<file path="src/hdl/dbm_pkg.sv">
package dbm_pkg;

  localparam int unsigned CfgIdxW = 4;
  localparam int unsigned CfgDataW = 16;
  localparam int unsigned ModeW = 2;
  localparam int unsigned ColorW = 24;
  localparam int unsigned PressW = 32;
  localparam int unsigned InDataW = 8;
  localparam int unsigned OutDataW = 64;

  localparam logic [CfgIdxW-1:0] CFG_DEBOUNCE_TICKS = CfgIdxW'(0);
  localparam logic [CfgIdxW-1:0] CFG_BLINK_TICKS = CfgIdxW'(1);

  localparam logic [CfgDataW-1:0] DEBOUNCE_RESET = 16'd50;
  localparam logic [CfgDataW-1:0] BLINK_RESET = 16'd500;

  localparam logic [ColorW-1:0] COLOR_OFF = 24'h000000;
  localparam logic [ColorW-1:0] COLOR_BLUE = 24'h0000FF;
  localparam logic [ColorW-1:0] COLOR_GREEN = 24'h00FF00;

  localparam logic [ModeW-1:0] MODE_BLINK = 2'd0;
  localparam logic [ModeW-1:0] MODE_GREEN = 2'd1;

  typedef struct packed {
    logic [PressW-1:0] press_total;
    logic [ColorW-1:0] led_color;
    logic [ModeW-1:0] led_mode;
    logic valid_press;
  } result_t;

endpackage

</file>
<file path="src/hdl/debounced_button_mode_led_controller.sv">
// An accepted beat is held in the input register, its result in the result register.
// Throughput: one beat per cycle without master-side backpressure; input register,
// single-pass update, result register. Backpressure on the master side stalls both
// stages; the input stays open while the result register is free or being drained.
// Reset (rst_ni low, async): button released, mode 0 with LED off, counters cleared,
// debounce_ticks = 50, blink_ticks = 500.
module debounced_button_mode_led_controller #(
  parameter int unsigned TIMER_WIDTH = 16,
  parameter int unsigned LAST_MODE = 2
) (
  input  logic                          clk_i,
  input  logic                          rst_ni,
  input  logic                          cfg_valid_i,
  output logic                          cfg_ready_o,
  input  logic [dbm_pkg::CfgIdxW-1:0]   cfg_index_i,
  input  logic [dbm_pkg::CfgDataW-1:0]  cfg_data_i,
  input  logic                          s_axis_tvalid,
  output logic                          s_axis_tready,
  input  logic [dbm_pkg::InDataW-1:0]   s_axis_tdata,  // [0] button_level
  output logic                          m_axis_tvalid,
  input  logic                          m_axis_tready,
  // [0] valid_press, [2:1] led_mode, [26:3] led_color, [58:27] press_total
  output logic [dbm_pkg::OutDataW-1:0]  m_axis_tdata
);

  localparam int unsigned ResW = $bits(dbm_pkg::result_t);

  logic [dbm_pkg::CfgDataW-1:0] debounce_q, blink_q;
  logic                         in_valid_q;
  logic                         in_level_q;
  logic                         out_valid_q;
  dbm_pkg::result_t             out_q;
  dbm_pkg::result_t             result;
  logic                         advance;
  logic                         press;

  assign cfg_ready_o = 1'b1;
  assign advance = in_valid_q && (!out_valid_q || m_axis_tready);
  assign s_axis_tready = !in_valid_q || advance;

  always_ff @(posedge clk_i or negedge rst_ni) begin
    if (!rst_ni) begin
      debounce_q <= dbm_pkg::DEBOUNCE_RESET;
      blink_q <= dbm_pkg::BLINK_RESET;
    end else if (cfg_valid_i) begin
      unique case (cfg_index_i)
        dbm_pkg::CFG_DEBOUNCE_TICKS: debounce_q <= cfg_data_i;
        dbm_pkg::CFG_BLINK_TICKS:    blink_q <= cfg_data_i;
        default: ;
      endcase
    end
  end

  always_ff @(posedge clk_i or negedge rst_ni) begin
    if (!rst_ni) begin
      in_valid_q <= 1'b0;
      out_valid_q <= 1'b0;
    end else begin
      if (s_axis_tready) begin
        in_valid_q <= s_axis_tvalid;
      end
      if (advance) begin
        out_valid_q <= 1'b1;
      end else if (m_axis_tready) begin
        out_valid_q <= 1'b0;
      end
    end
  end

  always_ff @(posedge clk_i) begin
    if (s_axis_tready && s_axis_tvalid) begin
      in_level_q <= s_axis_tdata[0];
    end
    if (advance) begin
      out_q <= result;
    end
  end

  dbm_debounce #(
    .TIMER_WIDTH(TIMER_WIDTH)
  ) u_debounce (
    .clk_i,
    .rst_ni,
    .en_i            (advance),
    .level_i         (in_level_q),
    .debounce_ticks_i(debounce_q),
    .press_o         (press)
  );

  dbm_mode_led #(
    .TIMER_WIDTH(TIMER_WIDTH),
    .LAST_MODE  (LAST_MODE)
  ) u_mode_led (
    .clk_i,
    .rst_ni,
    .en_i         (advance),
    .press_i      (press && advance),
    .blink_ticks_i(blink_q),
    .result_o     (result)
  );

  assign m_axis_tvalid = out_valid_q;
  assign m_axis_tdata = {{(dbm_pkg::OutDataW - ResW){1'b0}}, out_q};

  a_no_bubble: assert property (@(posedge clk_i) disable iff (!rst_ni)
    in_valid_q && !out_valid_q |-> advance)
    else $error("stage stalled with free result register");

  a_advance_fills: assert property (@(posedge clk_i) disable iff (!rst_ni)
    advance |=> out_valid_q)
    else $error("result register empty after advance");

endmodule

</file>
<file path="src/hdl/dbm_debounce.sv">
module dbm_debounce #(
  parameter int unsigned TIMER_WIDTH = 16
) (
  input  logic                             clk_i,
  input  logic                             rst_ni,
  input  logic                             en_i,
  input  logic                             level_i,
  input  logic [dbm_pkg::CfgDataW-1:0]     debounce_ticks_i,
  output logic                             press_o
);

  localparam int unsigned CmpW = (TIMER_WIDTH > dbm_pkg::CfgDataW) ? TIMER_WIDTH
                                                                  : dbm_pkg::CfgDataW;

  logic                   raw_prev_q, raw_prev_d;
  logic                   deb_q, deb_d;
  logic [TIMER_WIDTH-1:0] stable_q, stable_d;
  logic                   accept;

  always_comb begin
    if (level_i != raw_prev_q) begin
      stable_d = '0;
    end else if (stable_q == {TIMER_WIDTH{1'b1}}) begin
      stable_d = stable_q;
    end else begin
      stable_d = stable_q + TIMER_WIDTH'(1);
    end
    raw_prev_d = level_i;
    accept = (CmpW'(stable_d) >= CmpW'(debounce_ticks_i)) && (level_i != deb_q);
    deb_d = accept ? level_i : deb_q;
    press_o = accept && level_i;
  end

  always_ff @(posedge clk_i or negedge rst_ni) begin
    if (!rst_ni) begin
      raw_prev_q <= 1'b1;
      deb_q <= 1'b1;
      stable_q <= '0;
    end else if (en_i) begin
      raw_prev_q <= raw_prev_d;
      deb_q <= deb_d;
      stable_q <= stable_d;
    end
  end

  a_press_sets_released: assert property (@(posedge clk_i) disable iff (!rst_ni)
    en_i && press_o |=> deb_q && !$past(deb_q))
    else $error("press without debounced release");

endmodule

</file>
<file path="src/hdl/dbm_mode_led.sv">
module dbm_mode_led #(
  parameter int unsigned TIMER_WIDTH = 16,
  parameter int unsigned LAST_MODE = 2
) (
  input  logic                         clk_i,
  input  logic                         rst_ni,
  input  logic                         en_i,
  input  logic                         press_i,
  input  logic [dbm_pkg::CfgDataW-1:0] blink_ticks_i,
  output dbm_pkg::result_t             result_o
);

  localparam int unsigned CmpW = (TIMER_WIDTH > dbm_pkg::CfgDataW) ? TIMER_WIDTH
                                                                  : dbm_pkg::CfgDataW;

  logic [dbm_pkg::ModeW-1:0]  mode_q, mode_d;
  logic                       blink_on_q, blink_on_d;
  logic [TIMER_WIDTH-1:0]     blink_cnt_q, blink_cnt_d;
  logic [dbm_pkg::PressW-1:0] press_cnt_q, press_cnt_d;
  logic [dbm_pkg::ModeW:0]    mode_inc;

  always_comb begin
    blink_cnt_d = (blink_cnt_q == {TIMER_WIDTH{1'b1}}) ? blink_cnt_q
                                                       : blink_cnt_q + TIMER_WIDTH'(1);
    blink_on_d = blink_on_q;
    mode_d = mode_q;
    press_cnt_d = press_cnt_q;
    mode_inc = {1'b0, mode_q} + 3'd1;
    if (press_i) begin
      press_cnt_d = press_cnt_q + dbm_pkg::PressW'(1);
      mode_d = (mode_inc > 3'(LAST_MODE)) ? dbm_pkg::MODE_BLINK : mode_inc[1:0];
      if (mode_d == dbm_pkg::MODE_BLINK) begin
        blink_cnt_d = '0;
        blink_on_d = 1'b0;
      end
    end
    if (mode_d == dbm_pkg::MODE_BLINK && CmpW'(blink_cnt_d) >= CmpW'(blink_ticks_i)) begin
      blink_cnt_d = '0;
      blink_on_d = !blink_on_d;
    end

    result_o.valid_press = press_i;
    result_o.led_mode = mode_d;
    result_o.press_total = press_cnt_d;
    if (mode_d == dbm_pkg::MODE_BLINK) begin
      result_o.led_color = blink_on_d ? dbm_pkg::COLOR_BLUE : dbm_pkg::COLOR_OFF;
    end else if (mode_d == dbm_pkg::MODE_GREEN) begin
      result_o.led_color = dbm_pkg::COLOR_GREEN;
    end else begin
      result_o.led_color = dbm_pkg::COLOR_OFF;
    end
  end

  always_ff @(posedge clk_i or negedge rst_ni) begin
    if (!rst_ni) begin
      mode_q <= dbm_pkg::MODE_BLINK;
      blink_on_q <= 1'b0;
      blink_cnt_q <= '0;
      press_cnt_q <= '0;
    end else if (en_i) begin
      mode_q <= mode_d;
      blink_on_q <= blink_on_d;
      blink_cnt_q <= blink_cnt_d;
      press_cnt_q <= press_cnt_d;
    end
  end

  a_mode_range: assert property (@(posedge clk_i) disable iff (!rst_ni)
    32'(mode_q) <= LAST_MODE)
    else $error("mode beyond last");

  a_press_count: assert property (@(posedge clk_i) disable iff (!rst_ni)
    en_i && press_i |=> press_cnt_q == $past(press_cnt_q) + dbm_pkg::PressW'(1))
    else $error("press count did not step");

  a_hold_mode: assert property (@(posedge clk_i) disable iff (!rst_ni)
    !en_i |=> $stable(mode_q) && $stable(press_cnt_q))
    else $error("state moved without a beat");

endmodule
</file>
<file path="config.mk">
export PLATFORM = sky130hd
export DESIGN_NAME = debounced_button_mode_led_controller
export DESIGN_NICKNAME = d
export VERILOG_FILES = /design/src/hdl/dbm_pkg.sv /design/src/hdl/debounced_button_mode_led_controller.sv /design/src/hdl/dbm_debounce.sv /design/src/hdl/dbm_mode_led.sv
export SDC_FILE = /design/constraint.sdc
export NUM_CORES = 1
export LEC_CHECK = 0
export ABC_CLOCK_PERIOD_IN_PS = 10450
export BUFFER_PORTS_ARGS = -buffer_cell sky130_fd_sc_hd__buf_2
export CAP_MARGIN = 20
export CORE_AREA = 8 8 204 109
export CTS_CLUSTER_SIZE = 24
export DETAILED_ROUTE_END_ITERATION = 10
export DIE_AREA = 0 0 212 117
export HOLD_SLACK_MARGIN = 0.08
export PLACE_DENSITY = 0.62
export SETUP_SLACK_MARGIN = 0.4
export SYNTH_ARGS = -nofsm -noshare
export SYNTH_HDL_FRONTEND = slang
export SYNTH_SLANG_ARGS = --single-unit
</file>
<file path="constraint.sdc">
create_clock -name clk_i -period 10.45 [get_ports clk_i]
set_clock_uncertainty 0.1 [all_clocks]
set_input_delay 2.09 -clock clk_i [delete_from_list [all_inputs] [get_ports clk_i]]
set_output_delay 2.09 -clock clk_i [all_outputs]
set_load 0.05 [all_outputs]
</file>
### Word level (Yosys, flattened, before mapping)

Index checks and enable logic that the tools add are counted.

| storage, ports and cells | value |
|---|---|
| input bits | 33 |
| flip-flop bits (word level) | 163 |
| word-level logic and storage cells | 64 |
| output and inout port bits | 67 |

| cells by class | value |
|---|---|
| equality and inequality tests | 6 |
| magnitude comparators | 3 |
| add/sub/neg operators | 4 |
| reduce and logical (&&, ||, !) cells | 18 |
| multiplexer cells | 17 |

Operator list:

| kind | count |
|---|---|
| 2-to-1 mux 16 bit | 7 |
| adder 16 x 1 -> 16 bit, second input constant | 2 |
| adder 32 x 1 -> 32 bit, second input constant | 1 |
| equality test 16 bit, second input constant | 2 |
| >= comparator 16 bit | 2 |
| 2-to-1 mux 32 bit | 1 |
| 2-to-1 mux 24 bit | 1 |
| 2-to-1 mux 8 bit | 1 |
| logical AND 1 bit | 6 |
| AND reduction 2 bit | 3 |
| 2-to-1 mux 1 bit | 5 |
| equality test 4 x 1 -> 1 bit, second input constant | 1 |
| logical NOT 2 bit | 2 |
| logical NOT 4 bit | 1 |
| 2-to-1 mux 2 bit | 2 |
| adder 2 x 1 -> 3 bit, second input constant | 1 |
| > comparator 3 x 2 -> 1 bit, second input constant | 1 |
| logical NOT 1 bit | 3 |
| equality test 2 x 1 -> 1 bit, second input constant | 1 |
| logical OR 1 bit | 2 |
| != test 1 bit | 2 |
| nonzero test 2 bit | 1 |

### Logic depth before layout (Yosys ltp)

Gate-level depths: netlist of run 1.

| logic depth | value |
|---|---|
| word-level depth | 13 |
| mapped depth | 28 |
| depth with buffers taken out | 23 |

### Cells and area by module

Synthesis of run 1 repeated with hierarchy kept, for this count alone.

| second synthesis, totals | value |
|---|---|
| cells, all modules | 798 |
| area total of the unflattened synthesis | 8809.7 um2 |

Modules (own cells, without submodules):

| module | instances | area each (um2) | cells each |
|---|---|---|---|
| dbm_mode_led | 1 | 3860.0 | 436 |
| debounced_button_mode_led_controller | 1 | 3238.1 | 147 |
| dbm_debounce | 1 | 1711.6 | 215 |

### Worst setup path before layout of run 1

No wires, ideal clock.

| timing path | value |
|---|---|
| path type | register to register |
| from | register u_debounce.stable_q[7] |
| to | register u_mode_led.blink_cnt_q[2] |
| slack | 4534 ps |
| cell stages (with the launch flop) | 29 |
| setup time | 121 ps |
| arrival | 5695 ps |
| cell sequence | dfrtp_1 -> clkbuf_1 -> and4_1 -> nand3_1 -> or3_1 -> nor2b_1 -> and3_1 -> xnor2_1 -> nor2_1 -> ha_1 -> nand4_1 -> or4_1 -> o311ai_2 -> o21ai_2 -> inv_2 -> buf_6 -> and2_1 -> buf_4 -> buf_2 -> a21oi_1 -> ha_1 -> nand4_1 -> a211oi_1 -> o41ai_1 -> a21o_1 -> or4_1 -> buf_2 -> a31o_1 -> a22o_1 |

RTL lines:

| element | RTL line | RTL |
|---|---|---|
| start: declaration | dbm_debounce.sv:17 | `logic [TIMER_WIDTH-1:0] stable_q, stable_d;` |
| start signal: assignment | dbm_debounce.sv:42 | `stable_q <= stable_d;` |
| end signal: assignment | dbm_mode_led.sv:63 | `blink_cnt_q <= blink_cnt_d;` |
| end: declaration | dbm_mode_led.sv:18 | `logic [TIMER_WIDTH-1:0] blink_cnt_q, blink_cnt_d;` |

### Worst setup path after layout of run 1

| timing path | value |
|---|---|
| from | register u_debounce.stable_q[7] |
| to | register u_mode_led.blink_cnt_q[1] |

| on the way | value |
|---|---|
| longest elaborated chain between the ends | 11 |

RTL lines:

| element | RTL line | RTL |
|---|---|---|
| adder 16 x 1 -> 16 bit / equality test 16 bit (equally long branches) | dbm_debounce.sv:26, dbm_debounce.sv:23 |  |
| 2-to-1 mux 16 bit (*) | dbm_debounce.sv:23 | `end else if (stable_q == {TIMER_WIDTH{1'b1}}) begin` |
| 2-to-1 mux 16 bit (*) | dbm_debounce.sv:21 | `if (level_i != raw_prev_q) begin` |
| via u_debounce.stable_d[9] | dbm_debounce.sv:17 |  |
| >= comparator 16 bit (*) | dbm_debounce.sv:29 | `accept = (CmpW'(stable_d) >= CmpW'(debounce_ticks_i)) && (level_i != deb_q);` |
| logical AND 1 bit (*) | dbm_debounce.sv:29 |  |
| logical AND 1 bit (*) | dbm_debounce.sv:31 | `press_o = accept && level_i;` |
| logical AND 1 bit (*) | debounced_button_mode_led_controller.sv:97 | `.press_i (press && advance),` |
| 2-to-1 mux 16 bit / 2-to-1 mux 2 bit (equally long branches) | dbm_mode_led.sv:29 | `if (press_i) begin` |
| >= comparator 16 bit / logical NOT 2 bit (equally long branches) | dbm_mode_led.sv:37 | `if (mode_d == dbm_pkg::MODE_BLINK && CmpW'(blink_cnt_d) >= CmpW'(blink_ticks_i)) begin` |
| logical AND 1 bit | dbm_mode_led.sv:37 |  |
| 2-to-1 mux 16 bit (*) | dbm_mode_led.sv:37 |  |

The timed path passes the listed nets; every way through them passes the cells marked *.
A chain may end at the register's enable or synchronous reset.

==> results of run 1 <==
## state kept, by name, indices dropped and copies added (netlist names)
signal,count
u_mode_led.mode_q,2
u_debounce.deb_q,1
in_valid_q,1
debounce_q,16
u_debounce.stable_q,16
u_debounce.raw_prev_q,1
m_axis_tdata,37
in_level_q,1
m_axis_tvalid,1
u_mode_led.press_cnt_q,32
u_mode_led.blink_on_q,1
u_mode_led.blink_cnt_q,16
blink_q,16
## logic make-up after synthesis
| logic type | count (synthesis) |
|---|---|
| and+or+nand+nor | 241 |
| DFF | 141 |
| AOI/OAI and AO/OA | 112 |
| buffers and inverters | 93 |
| xor gates and xnor gates | 84 |
| adders and majority gates | 35 |
| muxes | 26 |
| other | 2 |
## routing by layer
| layer | part of all wire [%] | wire length, um | global-route usage, % | vias up |
|---|---|---|---|---|
| met2 | 38 | 6600 | 18.8 | 146 |
| met3 | 8.0 | 1380 | 4.60 | 19 |
| met4 | 1.3 | 222 | 5.44 | 0 |
| met1 | 52 | 9000 | 21.6 | 2506 |
| li1 | - | - | - | 2648 |
| met5 | 0 | 0 | 0 | - |
## cell usage in the layout, fill, tap and decap left out, types with 5 or more instances in the layout
| cell type | count |
|---|---|
| sky130_fd_sc_hd__nand3_1 | 31 |
| sky130_fd_sc_hd__ha_1 | 35 |
| sky130_fd_sc_hd__inv_6 | 5 |
| sky130_fd_sc_hd__and3_1 | 13 |
| sky130_fd_sc_hd__a31oi_1 | 6 |
| sky130_fd_sc_hd__mux2i_1 | 8 |
| sky130_fd_sc_hd__edfxtp_1 | 38 |
| sky130_fd_sc_hd__inv_1 | 35 |
| sky130_fd_sc_hd__nand2_1 | 85 |
| sky130_fd_sc_hd__mux2_2 | 18 |
| sky130_fd_sc_hd__dfrtp_1 | 92 |
| sky130_fd_sc_hd__o31ai_1 | 8 |
| sky130_fd_sc_hd__dfstp_2 | 11 |
| sky130_fd_sc_hd__nand2b_1 | 6 |
| sky130_fd_sc_hd__xor2_1 | 29 |
| sky130_fd_sc_hd__nand4_1 | 13 |
| sky130_fd_sc_hd__buf_4 | 6 |
| sky130_fd_sc_hd__xnor2_1 | 55 |
| sky130_fd_sc_hd__or3_1 | 5 |
| sky130_fd_sc_hd__a211oi_1 | 5 |
| sky130_fd_sc_hd__o21ai_0 | 38 |
| sky130_fd_sc_hd__clkbuf_16 | 17 |
| sky130_fd_sc_hd__nor3_1 | 8 |
| sky130_fd_sc_hd__conb_1 | 14 |
| sky130_fd_sc_hd__nor2_1 | 48 |
| sky130_fd_sc_hd__and4_1 | 6 |
| sky130_fd_sc_hd__a21oi_1 | 16 |
| sky130_fd_sc_hd__buf_2 | 77 |
| sky130_fd_sc_hd__a22o_1 | 11 |
## cell type report
class / instances / area, um^2 / area share, %
clock inverters: 15 / 131 / 1.52
multi-input cells: 512 / 3440 / 39.8
clock buffers: 17 / 425 / 4.92
inverters: 37 / 139 / 1.61
flip-flops and latches: 141 / 3730 / 43.2
repair buffers: 83 / 430 / 4.98
well taps: 273 / 342 / 3.95
## final timing paths
check	from	to	slack [ns]
setup / recovery	u_debounce.stable_q[7]$_DFFE_PN0P_	u_mode_led.blink_cnt_q[1]$_DFFE_PN0P_	2.93
min in group asynchronous	rst_ni	u_mode_led.blink_cnt_q[14]$_DFFE_PN0P_	1.58
hold / removal	u_debounce.raw_prev_q$_DFFE_PN1P_	u_debounce.raw_prev_q$_DFFE_PN1P_	0.37
hold reg to reg	u_debounce.raw_prev_q$_DFFE_PN1P_	u_debounce.raw_prev_q$_DFFE_PN1P_	0.37
max in group asynchronous	rst_ni	u_mode_led.blink_on_q$_DFFE_PN0P_	7.40
setup reg to reg	u_debounce.stable_q[7]$_DFFE_PN0P_	u_mode_led.blink_cnt_q[1]$_DFFE_PN0P_	2.93
## worst reg2reg max path, stage by stage, from the launching register on
cell and delay, ns:
sky130_fd_sc_hd__dfrtp_1 0.46, sky130_fd_sc_hd__and4_1 0.32, sky130_fd_sc_hd__nand3_1 0.17, sky130_fd_sc_hd__or3_1 0.59
sky130_fd_sc_hd__nor2b_1 0.29, sky130_fd_sc_hd__and3_1 0.24, sky130_fd_sc_hd__xnor2_1 0.15, sky130_fd_sc_hd__nor2_1 0.06
sky130_fd_sc_hd__ha_1 0.30, sky130_fd_sc_hd__nand4_1 0.14, sky130_fd_sc_hd__or4_1 0.55, sky130_fd_sc_hd__o311ai_2 0.33
sky130_fd_sc_hd__o21ai_2 0.29, sky130_fd_sc_hd__inv_2 0.28, sky130_fd_sc_hd__and2_1 0.64, sky130_fd_sc_hd__nor3_1 0.21
sky130_fd_sc_hd__ha_1 0.34, sky130_fd_sc_hd__a21o_1 0.20, sky130_fd_sc_hd__a2111oi_0 0.39, sky130_fd_sc_hd__a21o_1 0.29
sky130_fd_sc_hd__nor2_1 0.10, sky130_fd_sc_hd__a211oi_1 0.76, sky130_fd_sc_hd__a22o_1 0.26
## power breakdown
group | internal, mW | switching [mW]
Sequential | 0.631 | 0.0439
Combinational | 0.120 | 0.234
Clock | 0.312 | 0.265
==> metrics, run 1 <==
status=complete, no violations; Util after Layout=43.9%; setup tns final=0 ns; count of boundary I/O pins=100; Req. time, crit path=10.71 ns; number of hold buffers added after CTS=0; clock tree buffer depth=2; die area=24800 um^2; Post-layout nets=860; Die Y=117 um; number of max-slew violations in the final report=0; maximum number of pins on one net before global-route repair=62; class of the tightest hold or removal check=reg2reg; synthesized instance count=734; number of vias per cell=4.93; simple-gate share of the synthesized area=15.5%; final worst-path setup slack=2.93 ns; CTS root buf=sky130_fd_sc_hd__clkbuf_16; most instantiated library cell after synthesis=sky130_fd_sc_hd__dfrtp_1; Primary FF master, synth=sky130_fd_sc_hd__dfrtp_1; area added between synthesis and finish=13.7%; count of instances resized after the clock tree is built=0; number of flip-flops and latches in the synthesized netlist=141; compound-gate portion of the synthesized area=9.89%; cell type of the slowest stage on the worst timing path=sky130_fd_sc_hd__a211oi_1; number of sinks on the clock net=141; average cell area after synthesis=10.4 um^2; cell count of the worst hold path=2; initial standard-cell utilization of the core=38.6%; relative slew slack=43.5%; clock tree from TritonCTS=done; maximum level of the CTS H-tree=4; clock-pin slew on the worst setup and hold paths=0.06 ns; count of distinct cell types in the synthesized netlist=63; antenna violations before repair=0; mapped cell area=7600 um^2; share of post-route cells with drive strength above 1=19.6%; Maximum Capacitance Violations=0; HPWL Detailed=12200 um; maximum fanout encountered on the critical timing path=19; Worst IR Drop VDD=0.0000928 V; Detailed Routing Iterations Pass 1=5; total power=1.61 mW; overflow left after global routing=0; CP arrival=7.78 ns; Detailed Route WL=17200 um; Num CTS Buffers=17; vias in the first global route=5144; last weighted congestion value of the routability-driven placer=0.765; Port-buffer cells=78; number of diodes=0; PD cells=186 nW/um^2; category of the most critical setup path=reg2reg; clock latency of the later-clocked register in the worst-skew pair=0.43 ns; Placed Cells incl. Taps=1046; multiplexer share of the synthesized area=3.72%; Yosys top cell area share=30.3%; Synth Warn #=0; setup repair after global routing missed its margin=false; cell chain of the critical path=and4_1 > nand3_1 > or3_1 > nor2b_1 > and3_1 > xnor2_1 > nor2_1 > ha_1 > nand4_1 > or4_1 > o311ai_2 > o21ai_2 > inv_2 > and2_1 > nor3_1 > ha_1 > a21o_1 > a2111oi_0 > a21o_1 > nor2_1 > a211oi_1 > a22o_1; GR Util All Layers=14.4%; most instantiated cells after synthesis=92 x sky130_fd_sc_hd__dfrtp_1, 85 x sky130_fd_sc_hd__nand2_1, 55 x sky130_fd_sc_hd__xnor2_1; wire length of the first global-routing pass=27700 um; post-route worst hold slack=0.368 ns; FILL cells=1891; share of flip-flops with an asynchronous set or reset=73.0%; floorplan die width=212 um; dominant combinational cell family by area after synthesis=simple AND/OR/NAND/NOR gates; DRC violations left=0; reported leakage power=3.94 nW; share of the cycle needed by the critical path after routing=72.0%; number of failing setup endpoints in the final timing report=0; final number of hold-violating endpoints=0; Post-Layout Inst Area=8640 um^2; highest achievable clock rate=133 MHz; average routed wire per standard cell=16.0 um; remaining number of nets flagged by the antenna check after routing=0; Starting DRT DRC Count=349; synthesized-area fraction occupied by xor and xnor cells=9.68%; core area=19700 um^2; post-layout instance count excluding filler cells=1078; post-CTS setup-driven buffer insertion count=0; critical path's top delay family=simple AND/OR/NAND/NOR gates; Placement Rows=37; Levels on crit path=22; number of synthesized flops with an enable pin=38; number of vias in the routed layout=5319; crit end category=flop; top cell type by total area after synthesis=sky130_fd_sc_hd__dfrtp_1; placement-stage worst setup slack=2.90 ns; sequential area share after synthesis=49.1%; buffering stage count on the worst path with inverters included=1; ranking of synthesized cells by area=sky130_fd_sc_hd__dfrtp_1 30%, sky130_fd_sc_hd__edfxtp_1 15%, sky130_fd_sc_hd__xnor2_1 6.3%, sky130_fd_sc_hd__ha_1 5.8%, sky130_fd_sc_hd__nand2_1 4.2%; critical path startpoint category=flop; Adder-Cell Fraction of Synth Area=5.76%; length in cells of the worst reg-to-reg path=22; delay of the slowest cell on the worst path=0.76 ns; transition time at the pin with the least slew margin=0.843 ns; Period minus WS final=7.52 ns; total placed instance area=8090 um^2
No activity file was read; power rests on OpenSTA's default activity.
==> inputs of run 2 (changes only) <==
Settings changed: ABC_CLOCK_PERIOD_IN_PS 10450 to 7800.
Clock period 10.45 ns to 7.8 ns, I/O delays scaled along.
==> metrics, run 2 (same netlist as run 1, synthesis figures left out) <==
Num CTS Buffers=17; die area=24800 um^2; Worst IR Drop VDD=0.000152 V; Req. time, crit path=8.03 ns; vias in the first global route=5255; FILL cells=1893; worst setup path endpoint=u_mode_led.blink_cnt_q[3]$_DFFE_PN0P_; max FFs per register=37; setup repair after global routing missed its margin=false; core area=19700 um^2; worst flop-to-flop path startpoint=u_debounce.stable_q[7]$_DFFE_PN0P_; last weighted congestion value of the routability-driven placer=0.795; number of vias in the routed layout=5400; PD cells=245 nW/um^2; post-CTS setup-driven buffer insertion count=0; CTS root buf=sky130_fd_sc_hd__clkbuf_16; leading cell types in the layout, fill and taps excluded=92 x sky130_fd_sc_hd__dfrtp_1, 85 x sky130_fd_sc_hd__nand2_1, 77 x sky130_fd_sc_hd__buf_2; critical path startpoint category=flop; crit end category=flop; Maximum Capacitance Violations=0; number of vias per cell=4.99; share of the cycle needed by the critical path after routing=86.7%; flip-flop and latch area=3730 um^2; placement-stage worst setup slack=1.02 ns; Placement Rows=37; number of sinks on the clock net=141; Critical Path Start=u_debounce.stable_q[7]$_DFFE_PN0P_; Starting DRT DRC Count=459; GR Util All Layers=14.6%; number of max-slew violations in the final report=0; highest achievable clock rate=148 MHz; Post-layout nets=865; most common cell after layout, fill and taps aside=sky130_fd_sc_hd__dfrtp_1; overflow left after global routing=0; initial standard-cell utilization of the core=38.6%; status=complete, no violations; R2R setup slack=1.04 ns; Util after Layout=44.0%; antenna violations before repair=0; number of failing setup endpoints in the final timing report=0; count of boundary I/O pins=100; CP arrival=6.99 ns; category of the most critical setup path=reg2reg; relative slew slack=41.6%; clock-pin slew on the worst setup and hold paths=0.06 ns; Die Y=117 um; Detailed Routing Iterations Pass 1=8; capture point of the worst reg-to-reg path=u_mode_led.blink_cnt_q[3]$_DFFE_PN0P_; maximum fanout encountered on the critical timing path=12; area added between synthesis and finish=13.9%; remaining number of nets flagged by the antenna check after routing=0; clock tree from TritonCTS=done; average routed wire per standard cell=16.0 um; Detailed Route WL=17300 um; final number of hold-violating endpoints=0; share of post-route cells with drive strength above 1=19.9%; clock tree buffer depth=2; maximum number of pins on one net before global-route repair=66; transition time at the pin with the least slew margin=0.877 ns; number of diodes=0; setup tns final=0 ns; floorplan die width=212 um; final worst-path setup slack=1.04 ns; length in cells of the worst reg-to-reg path=24; reported leakage power=3.94 nW; Port-buffer cells=78; DRC violations left=0; Multi-input gate area=3450 um^2; class of the tightest hold or removal check=reg2reg; clock latency of the later-clocked register in the worst-skew pair=0.42 ns; Period minus WS final=6.76 ns; maximum level of the CTS H-tree=4; wire length of the first global-routing pass=27900 um; HPWL Detailed=12300 um
==> run 2: worst min-delay path by stage <==
stage,cells after the start,slack [ns],from,end
CTS,2,0.37,u_debounce.raw_prev_q$_DFFE_PN1P_,u_debounce.raw_prev_q$_DFFE_PN1P_
global placement,2,0.35,u_debounce.raw_prev_q$_DFFE_PN1P_,u_debounce.raw_prev_q$_DFFE_PN1P_
global route,2,0.40,u_debounce.raw_prev_q$_DFFE_PN1P_,u_debounce.raw_prev_q$_DFFE_PN1P_
floorplan,2,0.35,u_debounce.raw_prev_q$_DFFE_PN1P_,u_debounce.raw_prev_q$_DFFE_PN1P_
detailed placement,2,0.36,u_debounce.raw_prev_q$_DFFE_PN1P_,u_debounce.raw_prev_q$_DFFE_PN1P_
finish,2,0.36,u_debounce.raw_prev_q$_DFFE_PN1P_,u_debounce.raw_prev_q$_DFFE_PN1P_
==> run 2: stage by stage <==
step	instance area (um^2)	power, mW	cells	hold slack, ns
after floorplan	7640	1.28	746	0.346
after global placement	8130	1.38	1051	0.353
after detailed placement	8130	1.39	1051	0.357
after CTS	8650	2.15	1083	0.367
after global routing	8660	2.24	1083	0.404
final	8660	2.12	1083	0.365
==> run 2: area by class of cell <==
type,instances,area share [%]
clock inverters,12,1.07
flip-flops and latches,141,43.1
well taps,273,3.95
inverters,37,1.60
multi-input cells,512,39.8
clock buffers,20,5.04
repair buffers,88,5.41
==> run 2: worst max-delay path, cell delays in order, from the launching register on <==
cell and delay (ns):
sky130_fd_sc_hd__dfrtp_1 0.46, sky130_fd_sc_hd__and4_1 0.33, sky130_fd_sc_hd__nand3_1 0.17, sky130_fd_sc_hd__or3_1 0.59, sky130_fd_sc_hd__nor2b_1 0.30, sky130_fd_sc_hd__and3_1 0.24
sky130_fd_sc_hd__xnor2_1 0.13, sky130_fd_sc_hd__nor2_1 0.06, sky130_fd_sc_hd__ha_1 0.30, sky130_fd_sc_hd__nand4_1 0.14, sky130_fd_sc_hd__or4_1 0.56, sky130_fd_sc_hd__o311ai_2 0.35
sky130_fd_sc_hd__o21ai_2 0.13, sky130_fd_sc_hd__inv_2 0.07, sky130_fd_sc_hd__buf_4 0.20, sky130_fd_sc_hd__nand2_1 0.31, sky130_fd_sc_hd__o211a_1 0.26, sky130_fd_sc_hd__ha_1 0.20
sky130_fd_sc_hd__nor2_1 0.11, sky130_fd_sc_hd__o21ai_0 0.09, sky130_fd_sc_hd__a2111oi_0 0.39, sky130_fd_sc_hd__a21o_1 0.29, sky130_fd_sc_hd__or4_1 0.34, sky130_fd_sc_hd__nand2_1 0.28
sky130_fd_sc_hd__o22ai_1 0.27
==> run 2: report_power, final <==
part           internal (mW)  switching (mW)
sequential             0.846          0.0594
combinational          0.161           0.313
clock                  0.409           0.330
==> run 2: metal layers <==
layer / GRT usage [%] / vias to the layer above / share of wire (%)
li1: - / 2658 / -
met4: 4.70 / 0 / 0.92
met5: 0 / - / 0
met2: 19.1 / 104 / 39
met1: 22.0 / 2623 / 54
met3: 4.39 / 15 / 6.2
==> run 2: timing repair <==
item                                    CTS  global route
gates resized for setup                   0             1
endpoints found under the setup margin    0             4
hold buffers                              0             0
==> inputs of run 3 (changes only) <==
Settings changed: CELL_PAD_IN_SITES_DETAIL_PLACEMENT set to 1, CELL_PAD_IN_SITES_GLOBAL_PLACEMENT set to 2, CORE_AREA 8 8 204 109 to 8 8 212 113, DIE_AREA 0 0 212 117 to 0 0 220 121, PLACE_DENSITY 0.62 to 0.82.
==> metrics, run 3 (same netlist as run 1, synthesis figures left out) <==
flip-flop and latch area=3730 um^2; DRC violations left=0; clock-pin slew on the worst setup and hold paths=0.06 ns; transition time at the pin with the least slew margin=0.836 ns; clock latency of the later-clocked register in the worst-skew pair=0.42 ns; Critical Path Start=u_debounce.stable_q[3]$_DFFE_PN0P_; count of instances resized after the clock tree is built=0; Die Y=121 um; relative slew slack=43.8%; length in cells of the worst reg-to-reg path=24; worst setup path endpoint=u_mode_led.blink_cnt_q[1]$_DFFE_PN0P_; area added between synthesis and finish=14.5%; CTS root buf=sky130_fd_sc_hd__clkbuf_16; count of boundary I/O pins=100; status=complete, no violations; worst flop-to-flop path startpoint=u_debounce.stable_q[3]$_DFFE_PN0P_; number of diodes=0; Placement Rows=38; maximum fanout encountered on the critical timing path=11; critical path startpoint category=flop; number of max-slew violations in the final report=0; category of the most critical setup path=reg2reg; CP arrival=7.03 ns; Starting DRT DRC Count=264; crit end category=flop; highest achievable clock rate=148 MHz; clock tree buffer depth=2; class of the tightest hold or removal check=reg2reg; HPWL Detailed=14300 um; Multi-input gate area=3440 um^2; number of vias in the routed layout=5463; Req. time, crit path=8.05 ns; share of the cycle needed by the critical path after routing=86.9%; Detailed Routing Iterations Pass 1=6; maximum number of pins on one net before global-route repair=54; vias in the first global route=5748; Detailed Route WL=19500 um; last weighted congestion value of the routability-driven placer=0.785; number of sinks on the clock net=141; floorplan die width=220 um; Period minus WS final=6.78 ns; FILL cells=2355; post-CTS setup-driven buffer insertion count=0; reported leakage power=3.97 nW; Post-layout nets=867; R2R setup slack=1.02 ns; number of failing setup endpoints in the final timing report=0; wire length of the first global-routing pass=31400 um; number of vias per cell=5.00; maximum level of the CTS H-tree=4; most common cell after layout, fill and taps aside=sky130_fd_sc_hd__dfrtp_1; startpoint of the tightest hold check path=u_debounce.raw_prev_q$_DFFE_PN1P_; final number of hold-violating endpoints=0; clock tree from TritonCTS=done; leading cell types in the layout, fill and taps excluded=92 x sky130_fd_sc_hd__dfrtp_1, 85 x sky130_fd_sc_hd__nand2_1, 77 x sky130_fd_sc_hd__buf_2; PD cells=250 nW/um^2; die area=26600 um^2; Maximum Capacitance Violations=0; initial standard-cell utilization of the core=36.2%; Port-buffer cells=78; overflow left after global routing=0; number of hold buffers added after CTS=0; Worst IR Drop VDD=0.000140 V; capture point of the worst reg-to-reg path=u_mode_led.blink_cnt_q[1]$_DFFE_PN0P_; average routed wire per standard cell=17.9 um; setup repair after global routing missed its margin=false; setup tns final=0 ns; Num CTS Buffers=17; GR Util All Layers=15.0%; share of post-route cells with drive strength above 1=20.1%; max FFs per register=37; core area=21000 um^2; antenna violations before repair=0; remaining number of nets flagged by the antenna check after routing=0; total power=2.17 mW
[run 3: cell count changes in the layout (fill, tap and decap cells not counted)]
cell                         previous run  this run
sky130_fd_sc_hd__and2_1                 2         3
sky130_fd_sc_hd__buf_4                 11        13
sky130_fd_sc_hd__clkinv_1               0         2
sky130_fd_sc_hd__bufinv_16              0         1
sky130_fd_sc_hd__clkinvlp_4             4         3
sky130_fd_sc_hd__clkinv_4               4         3
sky130_fd_sc_hd__clkinv_2               2         4
sky130_fd_sc_hd__clkbuf_1               3         0
sky130_fd_sc_hd__and2_2                 1         0
[run 3: power breakdown]
part | internal [mW] | switching, mW | total, mW
clock | 0.437 | 0.335 | 0.772
combinational | 0.162 | 0.330 | 0.492
sequential | 0.846 | 0.0612 | 0.907
total | 1.44 | 0.726 | 2.17
[run 3: worst max-delay path: stages, from the launching register on]
cell and delay, ns:
sky130_fd_sc_hd__dfrtp_1 0.47, sky130_fd_sc_hd__and3_1 0.26, sky130_fd_sc_hd__nand4_1 0.21, sky130_fd_sc_hd__or3_1 0.44, sky130_fd_sc_hd__nor2b_1 0.20, sky130_fd_sc_hd__and3_1 0.23
sky130_fd_sc_hd__xnor2_1 0.16, sky130_fd_sc_hd__nor2_1 0.07, sky130_fd_sc_hd__ha_1 0.33, sky130_fd_sc_hd__nand4_1 0.14, sky130_fd_sc_hd__or4_1 0.54, sky130_fd_sc_hd__o311ai_2 0.33
sky130_fd_sc_hd__o21ai_2 0.13, sky130_fd_sc_hd__inv_2 0.07, sky130_fd_sc_hd__and2_1 0.32, sky130_fd_sc_hd__buf_4 0.25, sky130_fd_sc_hd__a21oi_1 0.06, sky130_fd_sc_hd__ha_1 0.29
sky130_fd_sc_hd__a21oi_1 0.20, sky130_fd_sc_hd__o21ai_0 0.10, sky130_fd_sc_hd__a2111oi_0 0.39, sky130_fd_sc_hd__a21o_1 0.30, sky130_fd_sc_hd__nor4_2 0.14, sky130_fd_sc_hd__a211oi_1 0.72
sky130_fd_sc_hd__a22o_1 0.25
[run 3: per-stage QoR]
step                      hold slack, ns  instance area [um^2]  utilization, %  setup slack [ns]  std cells
final                              0.364                  8700            41.4              1.02       1092
after global routing               0.387                  8700            41.4             0.416       1092
after CTS                          0.368                  8700            41.4             0.889       1092
after detailed placement           0.358                  8150            38.8             0.882       1060
after global placement             0.354                  8150            38.8             0.966       1060
after floorplan                    0.346                  7640               -              1.88        746
[run 3: area by class of cell]
class	count	area share, %
Sequential cell	141	42.9
Multi-Input combinational cell	512	39.6
Timing Repair Buffer	90	5.55
Clock buffer	17	4.89
Tap cell	280	4.03
Inverter	37	1.60
Clock inverter	15	1.42
[run 3: how the worst min path moves through the flow]
stage | endpoint | cells past startpoint
after floorplan | u_debounce.raw_prev_q$_DFFE_PN1P_ | 2
final | u_debounce.raw_prev_q$_DFFE_PN1P_ | 2
after global routing | u_debounce.raw_prev_q$_DFFE_PN1P_ | 2
after global placement | u_debounce.raw_prev_q$_DFFE_PN1P_ | 2
after detailed placement | u_debounce.raw_prev_q$_DFFE_PN1P_ | 2
after CTS | u_debounce.raw_prev_q$_DFFE_PN1P_ | 2
[run 3: per-layer routing]
metal | up-vias | GRT usage [%] | share of wire (%)
li1 | 2659 | - | -
met3 | 20 | 4.23 | 4.5
met2 | 80 | 20.6 | 41
met4 | 0 | 4.00 | 1.1
met1 | 2704 | 22.4 | 54
met5 | - | 0 | 0
